[config.mk]
export PLATFORM = sky130hd
export DESIGN_NAME = distance_vector_route_update_top
export DESIGN_NICKNAME = d
export VERILOG_FILES = /design/src/sv/dvr_pkg.sv /design/src/sv/dvr_alu.sv /design/src/sv/dvr_rtab.sv /design/src/sv/distance_vector_route_update_top.sv
export SDC_FILE = /design/constraint.sdc
export NUM_CORES = 1
export LEC_CHECK = 0
export BUFFER_PORTS_ARGS = -buffer_cell sky130_fd_sc_hd__clkbuf_2
export CORE_UTILIZATION = 55
export CTS_BUF_LIST = sky130_fd_sc_hd__clkbuf_2
export DETAILED_ROUTE_END_ITERATION = 7
export HOLD_SLACK_MARGIN = 0.02
export PLACE_DENSITY = 0.77
export RECOVER_POWER = 100
export SETUP_SLACK_MARGIN = 0.02
export SLEW_MARGIN = 10
export SYNTH_ARGS = -nofsm -noshare
export SYNTH_HDL_FRONTEND = slang
export SYNTH_SLANG_ARGS = --single-unit
[constraint.sdc]
create_clock -name clk -period 7.13 [get_ports clk]
set_input_delay 1.0695 -clock clk [delete_from_list [all_inputs] [get_ports clk]]
set_output_delay 1.0695 -clock clk [all_outputs]
set_load 0.05 [all_outputs]
[src/sv/dvr_pkg.sv]
// ---------------------------------------------------------------------------
// Distance-vector route update package
// Shared widths, request codes, register indexes and table port structs.
// ---------------------------------------------------------------------------
package dvr_pkg;

    // Fixed field widths.
    localparam int NODE_W    = 3;
    localparam int COST_W    = 8;
    localparam int FUNC_W    = 2;
    localparam int LINK_W    = 64;
    localparam int DEAD_W    = 8;
    localparam int CFG_IDX_W = 1;

    // Request kinds.
    typedef enum logic [FUNC_W-1:0] {
        FN_INIT   = 2'd0,
        FN_VECTOR = 2'd1,
        FN_TICK   = 2'd2,
        FN_LOOKUP = 2'd3
    } func_t;

    // Configuration register indexes.
    typedef enum logic [CFG_IDX_W-1:0] {
        REG_SELF_ID    = 1'b0,
        REG_LINK_COSTS = 1'b1
    } cfg_reg_t;

    // One next-hop table entry.
    typedef struct packed {
        logic              valid;
        logic [NODE_W-1:0] hop;
    } hop_entry_t;

    // Write commands from the sequencer to the route tables.
    typedef struct packed {
        logic              own_we;
        logic              nb_we;
        logic              hop_we;
        logic [NODE_W-1:0] waddr;
        logic [COST_W-1:0] own_wdata;
        logic [COST_W-1:0] nb_wdata;
        hop_entry_t        hop_wdata;
        logic              alive_set;
        logic [NODE_W-1:0] alive_node;
        logic              alive_clr;
    } tab_wr_t;

    // Read data of the route tables at one address.
    typedef struct packed {
        logic [COST_W-1:0] own;
        logic [COST_W-1:0] nb;
        hop_entry_t        hop;
        logic              alive;
    } tab_rd_t;

endpackage

[src/sv/dvr_alu.sv]
// ---------------------------------------------------------------------------
// Distance-vector shared cost unit
// Adds two costs, saturates the sum at infinity and compares it to a bound.
// ---------------------------------------------------------------------------
module dvr_alu #(
    parameter int INF_COST = 255
) (
    input  logic [dvr_pkg::COST_W-1:0] a,
    input  logic [dvr_pkg::COST_W-1:0] b,
    input  logic [dvr_pkg::COST_W-1:0] bound,
    output logic [dvr_pkg::COST_W-1:0] sum_sat,
    output logic                       over,
    output logic                       below
);
    import dvr_pkg::*;

    localparam logic [COST_W:0] INF_EXT = (COST_W+1)'(INF_COST);

    logic [COST_W:0] sum;

    // Nine-bit sum so that no carry is lost.
    assign sum = {1'b0, a} + {1'b0, b};

    // Saturation at infinity and the compare against the bound.
    assign over    = (sum > INF_EXT);
    assign sum_sat = over ? INF_EXT[COST_W-1:0] : sum[COST_W-1:0];
    assign below   = (sum < {1'b0, bound});

endmodule

[src/sv/dvr_rtab.sv]
// ---------------------------------------------------------------------------
// Distance-vector route tables
// Own cost, neighbor cost and next-hop register files with alive marks.
// ---------------------------------------------------------------------------
module dvr_rtab #(
    parameter int NODES    = 8,
    parameter int INF_COST = 255
) (
    input  logic                       clk,
    input  logic                       rst_n,
    input  logic [dvr_pkg::NODE_W-1:0] rd_addr,
    input  dvr_pkg::tab_wr_t           wr,
    output dvr_pkg::tab_rd_t           rd
);
    import dvr_pkg::*;

    localparam int IDX_W = $clog2(NODES);
    localparam logic [COST_W-1:0] INF = COST_W'(INF_COST);

    logic [COST_W-1:0] own_reg [NODES];
    logic [COST_W-1:0] nb_reg  [NODES];
    hop_entry_t        hop_reg [NODES];
    logic [NODES-1:0]  alive_reg;
    logic [IDX_W-1:0]  ridx;
    logic [IDX_W-1:0]  widx;
    logic [IDX_W-1:0]  aidx;

    assign ridx = rd_addr[IDX_W-1:0];
    assign widx = wr.waddr[IDX_W-1:0];
    assign aidx = wr.alive_node[IDX_W-1:0];

    // Single read port shared by all tables.
    assign rd.own   = own_reg[ridx];
    assign rd.nb    = nb_reg[ridx];
    assign rd.hop   = hop_reg[ridx];
    assign rd.alive = alive_reg[ridx];

    // Table writes; reset puts every cost at infinity and every hop invalid.
    always_ff @(posedge clk or negedge rst_n)
    begin
        if (!rst_n)
        begin
            for (int i = 0; i < NODES; i++)
            begin
                own_reg[i] <= INF;
                nb_reg[i]  <= INF;
                hop_reg[i] <= '0;
            end
            alive_reg <= '0;
        end
        else
        begin
            if (wr.own_we)
            begin
                own_reg[widx] <= wr.own_wdata;
            end
            if (wr.nb_we)
            begin
                nb_reg[widx] <= wr.nb_wdata;
            end
            if (wr.hop_we)
            begin
                hop_reg[widx] <= wr.hop_wdata;
            end
            if (wr.alive_clr)
            begin
                alive_reg <= '0;
            end
            else if (wr.alive_set)
            begin
                alive_reg[aidx] <= 1'b1;
            end
        end
    end

endmodule

[src/sv/distance_vector_route_update_top.sv]
// ---------------------------------------------------------------------------
// Distance-vector route update
// Keeps one node's routing table and applies init, vector, tick and lookup
// requests one at a time through a shared cost unit.
// ---------------------------------------------------------------------------
// One request is worked at a time; in_ready is high only while the sequencer
// is idle. A lookup or an ignored vector entry goes straight to the result
// step; a vector entry first reads the destination entry, then relaxes it
// through the source. An init walks every node entry, and so does a liveness
// tick, which then reloads the own-cost table entry by entry when a neighbor
// is declared down. The walks are paced by the single table read port and
// the one shared add-and-compare unit, which visit one node entry per cycle.
// An output register holds the result until it is taken; a new request may
// be accepted meanwhile, and its result waits for the register.
// There is no clearing pass after reset.
module distance_vector_route_update_top #(
    parameter int NODES    = 8,
    parameter int INF_COST = 255
) (
    input  logic                          clk,
    input  logic                          rst_n,
    input  logic                          in_valid,
    output logic                          in_ready,
    input  logic [dvr_pkg::FUNC_W-1:0]    func,
    input  logic [dvr_pkg::NODE_W-1:0]    source_node,
    input  logic [dvr_pkg::NODE_W-1:0]    dest_node,
    input  logic [dvr_pkg::COST_W-1:0]    adv_cost,
    output logic                          out_valid,
    input  logic                          out_ready,
    output logic [dvr_pkg::COST_W-1:0]    route_cost,
    output logic [dvr_pkg::NODE_W-1:0]    next_hop,
    output logic                          hop_valid,
    output logic                          table_changed,
    output logic [dvr_pkg::DEAD_W-1:0]    dead_mask,
    input  logic                          cfg_wr_en,
    input  logic [dvr_pkg::CFG_IDX_W-1:0] cfg_index,
    input  logic [dvr_pkg::LINK_W-1:0]    cfg_wdata
);
    import dvr_pkg::*;

    localparam int IDX_W = $clog2(NODES);
    localparam logic [IDX_W-1:0]  LAST_IDX  = IDX_W'(NODES - 1);
    localparam logic [COST_W-1:0] INF       = COST_W'(INF_COST);
    localparam logic [NODE_W:0]   NODES_EXT = (NODE_W+1)'(NODES);

    typedef enum logic [2:0] {
        S_IDLE,
        S_INIT,
        S_VEC_D,
        S_VEC_S,
        S_TICK,
        S_RELOAD,
        S_RESULT
    } state_t;

    state_t             state_reg, state_next;
    logic [IDX_W-1:0]   cnt_reg, cnt_next;
    logic [NODE_W-1:0]  src_reg, src_next;
    logic [NODE_W-1:0]  dst_reg, dst_next;
    logic [COST_W-1:0]  adv_reg, adv_next;
    logic [COST_W-1:0]  own_d_reg, own_d_next;
    logic               poison_reg, poison_next;
    logic               changed_reg, changed_next;
    logic [NODES-1:0]   dead_reg, dead_next;
    logic [NODE_W-1:0]  self_id_reg;
    logic [LINK_W-1:0]  link_costs_reg;
    logic               out_valid_reg, out_valid_next;
    logic [COST_W-1:0]  route_cost_reg, route_cost_next;
    logic [NODE_W-1:0]  next_hop_reg, next_hop_next;
    logic               hop_valid_reg, hop_valid_next;
    logic               table_changed_reg, table_changed_next;
    logic [DEAD_W-1:0]  dead_mask_reg, dead_mask_next;

    tab_wr_t            tab_wr;
    tab_rd_t            tab_rd;
    logic [NODE_W-1:0]  rd_addr;
    logic [COST_W-1:0]  alu_a, alu_b, alu_bound, alu_sum;
    logic               alu_over, alu_below;

    logic [NODE_W-1:0]  cnt_node;
    logic               cnt_last;
    logic [COST_W-1:0]  link_byte;
    logic               src_ok, dst_ok, dst_reg_ok;
    logic               is_self, init_hop_ok;
    logic               poison, relax, node_down;
    logic [COST_W-1:0]  own_s_eff;

    // Configuration registers.
    always_ff @(posedge clk or negedge rst_n)
    begin
        if (!rst_n)
        begin
            self_id_reg    <= '0;
            link_costs_reg <= '1;
        end
        else if (cfg_wr_en)
        begin
            unique case (cfg_reg_t'(cfg_index))
                REG_SELF_ID:    self_id_reg    <= cfg_wdata[NODE_W-1:0];
                REG_LINK_COSTS: link_costs_reg <= cfg_wdata;
                default:        ;
            endcase
        end
    end

    // Route tables and the shared cost unit.
    dvr_rtab #(
        .NODES    (NODES),
        .INF_COST (INF_COST)
    ) u_rtab (
        .clk     (clk),
        .rst_n   (rst_n),
        .rd_addr (rd_addr),
        .wr      (tab_wr),
        .rd      (tab_rd)
    );

    dvr_alu #(
        .INF_COST (INF_COST)
    ) u_alu (
        .a       (alu_a),
        .b       (alu_b),
        .bound   (alu_bound),
        .sum_sat (alu_sum),
        .over    (alu_over),
        .below   (alu_below)
    );

    // Helper terms for the sequencer.
    assign cnt_node   = NODE_W'(cnt_reg);
    assign cnt_last   = (cnt_reg == LAST_IDX);
    assign link_byte  = link_costs_reg[COST_W*cnt_reg +: COST_W];
    assign src_ok     = ({1'b0, source_node} < NODES_EXT);
    assign dst_ok     = ({1'b0, dest_node} < NODES_EXT);
    assign dst_reg_ok = ({1'b0, dst_reg} < NODES_EXT);
    assign is_self    = (cnt_node == self_id_reg);
    assign init_hop_ok = is_self || alu_below;
    assign poison     = (adv_reg == INF) && tab_rd.hop.valid && (tab_rd.hop.hop == src_reg);
    assign own_s_eff  = (poison_reg && (src_reg == dst_reg)) ? INF : tab_rd.own;
    assign relax      = alu_below && !alu_over;
    assign node_down  = !tab_rd.alive && !is_self && alu_below;

    // Sequencer: walks the table entries and drives the shared unit.
    always_comb
    begin
        state_next         = state_reg;
        cnt_next           = cnt_reg;
        src_next           = src_reg;
        dst_next           = dst_reg;
        adv_next           = adv_reg;
        own_d_next         = own_d_reg;
        poison_next        = poison_reg;
        changed_next       = changed_reg;
        dead_next          = dead_reg;
        out_valid_next     = out_valid_reg;
        route_cost_next    = route_cost_reg;
        next_hop_next      = next_hop_reg;
        hop_valid_next     = hop_valid_reg;
        table_changed_next = table_changed_reg;
        dead_mask_next     = dead_mask_reg;
        tab_wr             = '0;
        rd_addr            = dst_reg;
        alu_a              = '0;
        alu_b              = '0;
        alu_bound          = INF;

        // The result register empties when the consumer takes it.
        if (out_valid_reg && out_ready)
        begin
            out_valid_next = 1'b0;
        end

        unique case (state_reg)
            S_IDLE:
            begin
                if (in_valid)
                begin
                    src_next     = source_node;
                    dst_next     = dest_node;
                    adv_next     = (adv_cost > INF) ? INF : adv_cost;
                    changed_next = 1'b0;
                    poison_next  = 1'b0;
                    dead_next    = '0;
                    cnt_next     = '0;
                    unique case (func_t'(func))
                        FN_INIT:   state_next = S_INIT;
                        FN_VECTOR: state_next = (src_ok && dst_ok) ? S_VEC_D : S_RESULT;
                        FN_TICK:   state_next = S_TICK;
                        FN_LOOKUP: state_next = S_RESULT;
                        default:   state_next = S_RESULT;
                    endcase
                end
            end

            // Load one entry per cycle from the link-cost register.
            S_INIT:
            begin
                alu_a                  = link_byte;
                tab_wr.own_we          = 1'b1;
                tab_wr.nb_we           = 1'b1;
                tab_wr.hop_we          = 1'b1;
                tab_wr.waddr           = cnt_node;
                tab_wr.own_wdata       = is_self ? '0 : alu_sum;
                tab_wr.nb_wdata        = is_self ? '0 : alu_sum;
                tab_wr.hop_wdata.valid = init_hop_ok;
                tab_wr.hop_wdata.hop   = init_hop_ok ? cnt_node : '0;
                changed_next           = 1'b1;
                if (cnt_last)
                begin
                    tab_wr.alive_clr = 1'b1;
                    state_next       = S_RESULT;
                end
                else
                begin
                    cnt_next = cnt_reg + 1'b1;
                end
            end

            // Read the destination entry and decide on poisoning.
            S_VEC_D:
            begin
                rd_addr     = dst_reg;
                poison_next = poison;
                own_d_next  = poison ? INF : tab_rd.own;
                state_next  = S_VEC_S;
            end

            // Relax through the source and write the destination entry.
            S_VEC_S:
            begin
                rd_addr                = src_reg;
                alu_a                  = adv_reg;
                alu_b                  = own_s_eff;
                alu_bound              = own_d_reg;
                tab_wr.own_we          = relax || poison_reg;
                tab_wr.hop_we          = relax || poison_reg;
                tab_wr.waddr           = dst_reg;
                tab_wr.own_wdata       = relax ? alu_sum : INF;
                tab_wr.hop_wdata.valid = relax;
                tab_wr.hop_wdata.hop   = relax ? src_reg : '0;
                tab_wr.alive_set       = 1'b1;
                tab_wr.alive_node      = src_reg;
                changed_next           = relax || poison_reg;
                state_next             = S_RESULT;
            end

            // Check one neighbor per cycle for silence.
            S_TICK:
            begin
                rd_addr = cnt_node;
                alu_a   = tab_rd.nb;
                if (node_down)
                begin
                    tab_wr.nb_we      = 1'b1;
                    tab_wr.hop_we     = 1'b1;
                    tab_wr.waddr      = cnt_node;
                    tab_wr.nb_wdata   = INF;
                    tab_wr.hop_wdata  = '0;
                    dead_next[cnt_reg] = 1'b1;
                end
                if (cnt_last)
                begin
                    tab_wr.alive_clr = 1'b1;
                    cnt_next         = '0;
                    if ((dead_reg != '0) || node_down)
                    begin
                        changed_next = 1'b1;
                        state_next   = S_RELOAD;
                    end
                    else
                    begin
                        state_next = S_RESULT;
                    end
                end
                else
                begin
                    cnt_next = cnt_reg + 1'b1;
                end
            end

            // Copy neighbor costs into own costs after a neighbor went down.
            S_RELOAD:
            begin
                rd_addr          = cnt_node;
                tab_wr.own_we    = 1'b1;
                tab_wr.waddr     = cnt_node;
                tab_wr.own_wdata = tab_rd.nb;
                if (cnt_last)
                begin
                    state_next = S_RESULT;
                end
                else
                begin
                    cnt_next = cnt_reg + 1'b1;
                end
            end

            // Report the destination entry once the result register is free.
            S_RESULT:
            begin
                rd_addr = dst_reg;
                if (!out_valid_reg || out_ready)
                begin
                    out_valid_next     = 1'b1;
                    route_cost_next    = dst_reg_ok ? tab_rd.own : INF;
                    hop_valid_next     = dst_reg_ok && tab_rd.hop.valid;
                    next_hop_next      = (dst_reg_ok && tab_rd.hop.valid) ? tab_rd.hop.hop : '0;
                    table_changed_next = changed_reg;
                    dead_mask_next     = DEAD_W'(dead_reg);
                    state_next         = S_IDLE;
                end
            end

            default:
            begin
                state_next = S_IDLE;
            end
        endcase
    end

    // State and registered outputs.
    always_ff @(posedge clk or negedge rst_n)
    begin
        if (!rst_n)
        begin
            state_reg     <= S_IDLE;
            cnt_reg       <= '0;
            out_valid_reg <= 1'b0;
            poison_reg    <= 1'b0;
            changed_reg   <= 1'b0;
            dead_reg      <= '0;
        end
        else
        begin
            state_reg     <= state_next;
            cnt_reg       <= cnt_next;
            out_valid_reg <= out_valid_next;
            poison_reg    <= poison_next;
            changed_reg   <= changed_next;
            dead_reg      <= dead_next;
        end
    end

    // Request and result payload registers.
    always_ff @(posedge clk)
    begin
        src_reg           <= src_next;
        dst_reg           <= dst_next;
        adv_reg           <= adv_next;
        own_d_reg         <= own_d_next;
        route_cost_reg    <= route_cost_next;
        next_hop_reg      <= next_hop_next;
        hop_valid_reg     <= hop_valid_next;
        table_changed_reg <= table_changed_next;
        dead_mask_reg     <= dead_mask_next;
    end

    // Port drivers.
    assign in_ready      = (state_reg == S_IDLE);
    assign out_valid     = out_valid_reg;
    assign route_cost    = route_cost_reg;
    assign next_hop      = next_hop_reg;
    assign hop_valid     = hop_valid_reg;
    assign table_changed = table_changed_reg;
    assign dead_mask     = dead_mask_reg;

endmodule

==> summary.md <==
| Metric | Value |
|---|---|
| Met2 usage | 0.456 |
| Setup crit start kind | register |
| Sequential-to-total area share from yosys stat | 0.522 |
| GRT busiest layer | met2 |
| Cell row count | 60 |
| Met1 GRT Util | 0.363 |
| Leakage | 7.24 nW |
| Post-place instance area | 16200 µm² |
| Largest net degree at the start of global routing | 130 |
| Worst path slowest cell | nand2b_1 |
| DRT antenna net count | 0 |
| Pre-antenna DRT Iters | 6 |
| P&R area growth vs syn | 12.6% |
| Clk_lat worst skew | 890 ps |
| I/O Pins | 109 |
| DRC violations left | 0 |
| CP Buf/Inv Count | 4 |
| Number of buffers created by CTS | 77 |
| Storage cell area | 7840 µm² |
| Share of layout cells above drive strength 1 | 0.510 |
| Asr flop ratio synth | 0.854 |
| Pins Over Slew Limit | 212 |
| Delay-heaviest family, CP | simple AND/OR/NAND/NOR gates |
| RD Place Congestion | 0.933 |
| Port Buffers | 108 |
| Commonest non-fill, non-tap cell in the layout | mux2_2 |
| Total Routed Length | 38.4 mm |
| Outcome | complete, but fails checks |
| Die width | 167 µm |
| CP peak stage delay | 550 ps |
| Vias in the first global route | 11461 |
| Final Cycle Share | 0.966 |
| Std-Cell Core Area | 26900 µm² |
| Ys flop type | dfstp_2 |
| RSZ-0062 raised after global routing | false |
| Syn Area/Cell | 11.8 µm² |
| Worst Path Required | 7880 ps |
| Max Fclk | 0.145 GHz |
| Clock Tree Root | clkbuf_2 |
| WL per Instance | 20.7 µm |
| First-pass GRT wire length | 61.5 mm |
| Commonest non-fill, non-tap cells in the layout | mux2_2 (242), clkbuf_2 (223), dfstp_2 (192) |
| Worst Tran Pin Value | 3410 ps |
| M3 GR Usage | 0.0662 |
| Peak VDD IR | 0.224 mV |
| Reg2Reg Depth | 24 |
| CTS Buffer Depth | 3 |
| Final Hold Vio Count | 0 |
| EDFF count, synth | 43 |
| Critical Path End Type | register |
| Final instance area | 16900 µm² |
| Vias | 11179 |
| Initial antenna violation count | 1 |
| Footprint of the multi-input gates | 6880 µm² |
| Critical Path Stages | 24 |
| Nets@finish | 1557 |
| Distinct cell type count after synthesis | 72 |
| Cell area power density | 491 nW/µm² |
| Die Footprint | 28000 µm² |
| Tmin final | 6880 ps |
| TritonCTS clock tree | yes |
| Mapped Cells | 1276 |
| Global-route usage over all layers | 0.281 |
| Height of the chip | 167 µm |
| Starting DRT DRC Count | 1025 |
| Clock sink count | 295 |
| Clock Skews | 80.0 ps |
| Htree depth | 3 |
| Hold Path Class | primary input to asynchronous set/reset pin |
| CTS clock-pin slew for the worst setup and hold paths | 90 ps |
| Starting Density | 0.558 |
| Cell Chain, Critical Path | nand2b_1, buf_4, a211o_1, and2_1, buf_4, o21ai_0, o21a_1, ha_1, inv_1, fa_1, nor2b_1, o2111ai_1, nand2_1, xor2_1, ha_1, and3_1, o2111ai_1, nand3_1, or3_1, nor4_4, buf_4, a31oi_2, nand2b_1, mux2_2 |
| Vias/cell | 6.03 |
| Mapped Area | 15000 µm² |
| Total gr overflow | 0 |
| Filler Cell Count | 2171 |
| Mapped Nets | 1380 |
| Placed wire-length estimate | 26.5 mm |
| Ys Warns | 0 |
| Crit path DAT | 7630 ps |
| Failing checks | capacitance limit, slew limit |
| CP most frequent cell | buf_4 |
| Setup TNS | 0 ps |
| Final setup vio count | 0 |
| CP Class | register to register |
| Max-cap violations | 3 |
| Max_slew headroom | -1.27 |
| #FFs+latches synth | 295 |
| CP Max Fanout | 21 |
[area by class of cell]
class,instances,share of cell area
inverter,17,0.00377
clock inverter,17,0.00666
antenna,5,0.000740
tap,341,0.0252
sequential,295,0.464
timing repair buffer,166,0.0580
clock buffer,118,0.0349
multi-input combinational,896,0.407
[per-layer routing]
metal  up-vias  share of wire
met5         -              0
met4         0          0.030
met3        92          0.071
met2       461           0.48
met1      5533           0.42
li1       5093              -
[synthesized netlist by cell type, drive strengths merged, types with 14 or more instances]
library cell,number,share of area
nor2,70,0.018
a21oi,31,0.010
inv,15,0.0038
o21a,14,0.0070
dfstp,192,0.34
buf,16,0.0051
mux2,242,0.18
clkbuf,52,0.013
nand3,63,0.021
ha,17,0.014
mux2i,16,0.011
nand2,170,0.043
o21ai,37,0.012
dfrtp,60,0.10
edfxtp,43,0.086
a31oi,19,0.0092
o22ai,16,0.0067
[through the flow]
step | power (W) | util | instances | worst slack [ps] | hold WS [ps]
floorplan | 0.00567 | - | 1276 | 208 | 425
global placement | 0.00695 | 0.601 | 1711 | 116 | 460
detailed placement | 0.00707 | 0.601 | 1711 | 66.0 | 465
CTS | 0.00826 | 0.628 | 1846 | 44.5 | 264
global route | 0.00881 | 0.629 | 1855 | 4.29 | 264
finish | 0.00831 | 0.629 | 1855 | 245 | 274
[path summary, 6_finish.rpt]
check | from | end | slack (ps)
max in group asynchronous | rst_n | u_rtab.hop_reg[7] | 3500
worst max-delay path | state_reg[2] | u_rtab.own_reg[33] | 250
worst min register to register | dead_reg[6] | dead_mask[6] | 480
worst min-delay path | rst_n | u_rtab.hop_reg[16] | 270
worst max register to register | state_reg[2] | u_rtab.own_reg[33] | 250
min in group clk | adv_cost[7] | adv_reg[7] | 340
[power breakdown]
part | leakage [nW] | total (W) | switching (W) | internal [W]
registers | 3.19 | 0.00280 | 0.000285 | 0.00251
logic | 3.51 | 0.00434 | 0.00266 | 0.00168
clock network | 0.537 | 0.00117 | 0.000692 | 0.000476
total | 7.24 | 0.00831 | 0.00363 | 0.00467
[kinds of logic after synthesis]
kind of cell	Yosys count	synth area share
muxes	267	0.206
buffers and inverters	85	0.0223
DFF	295	0.522
AOI/OAI and AO/OA	223	0.104
xor gates and xnor gates	11	0.00642
and+or+nand+nor	377	0.124
adders and majority gates	18	0.0155
[timing repair]
item	CTS	global route
hold buffers	0	0
gates resized for setup	0	9
endpoints found under the setup margin	0	160
setup buffers	0	4
Power figures use the tool's default switching activity.
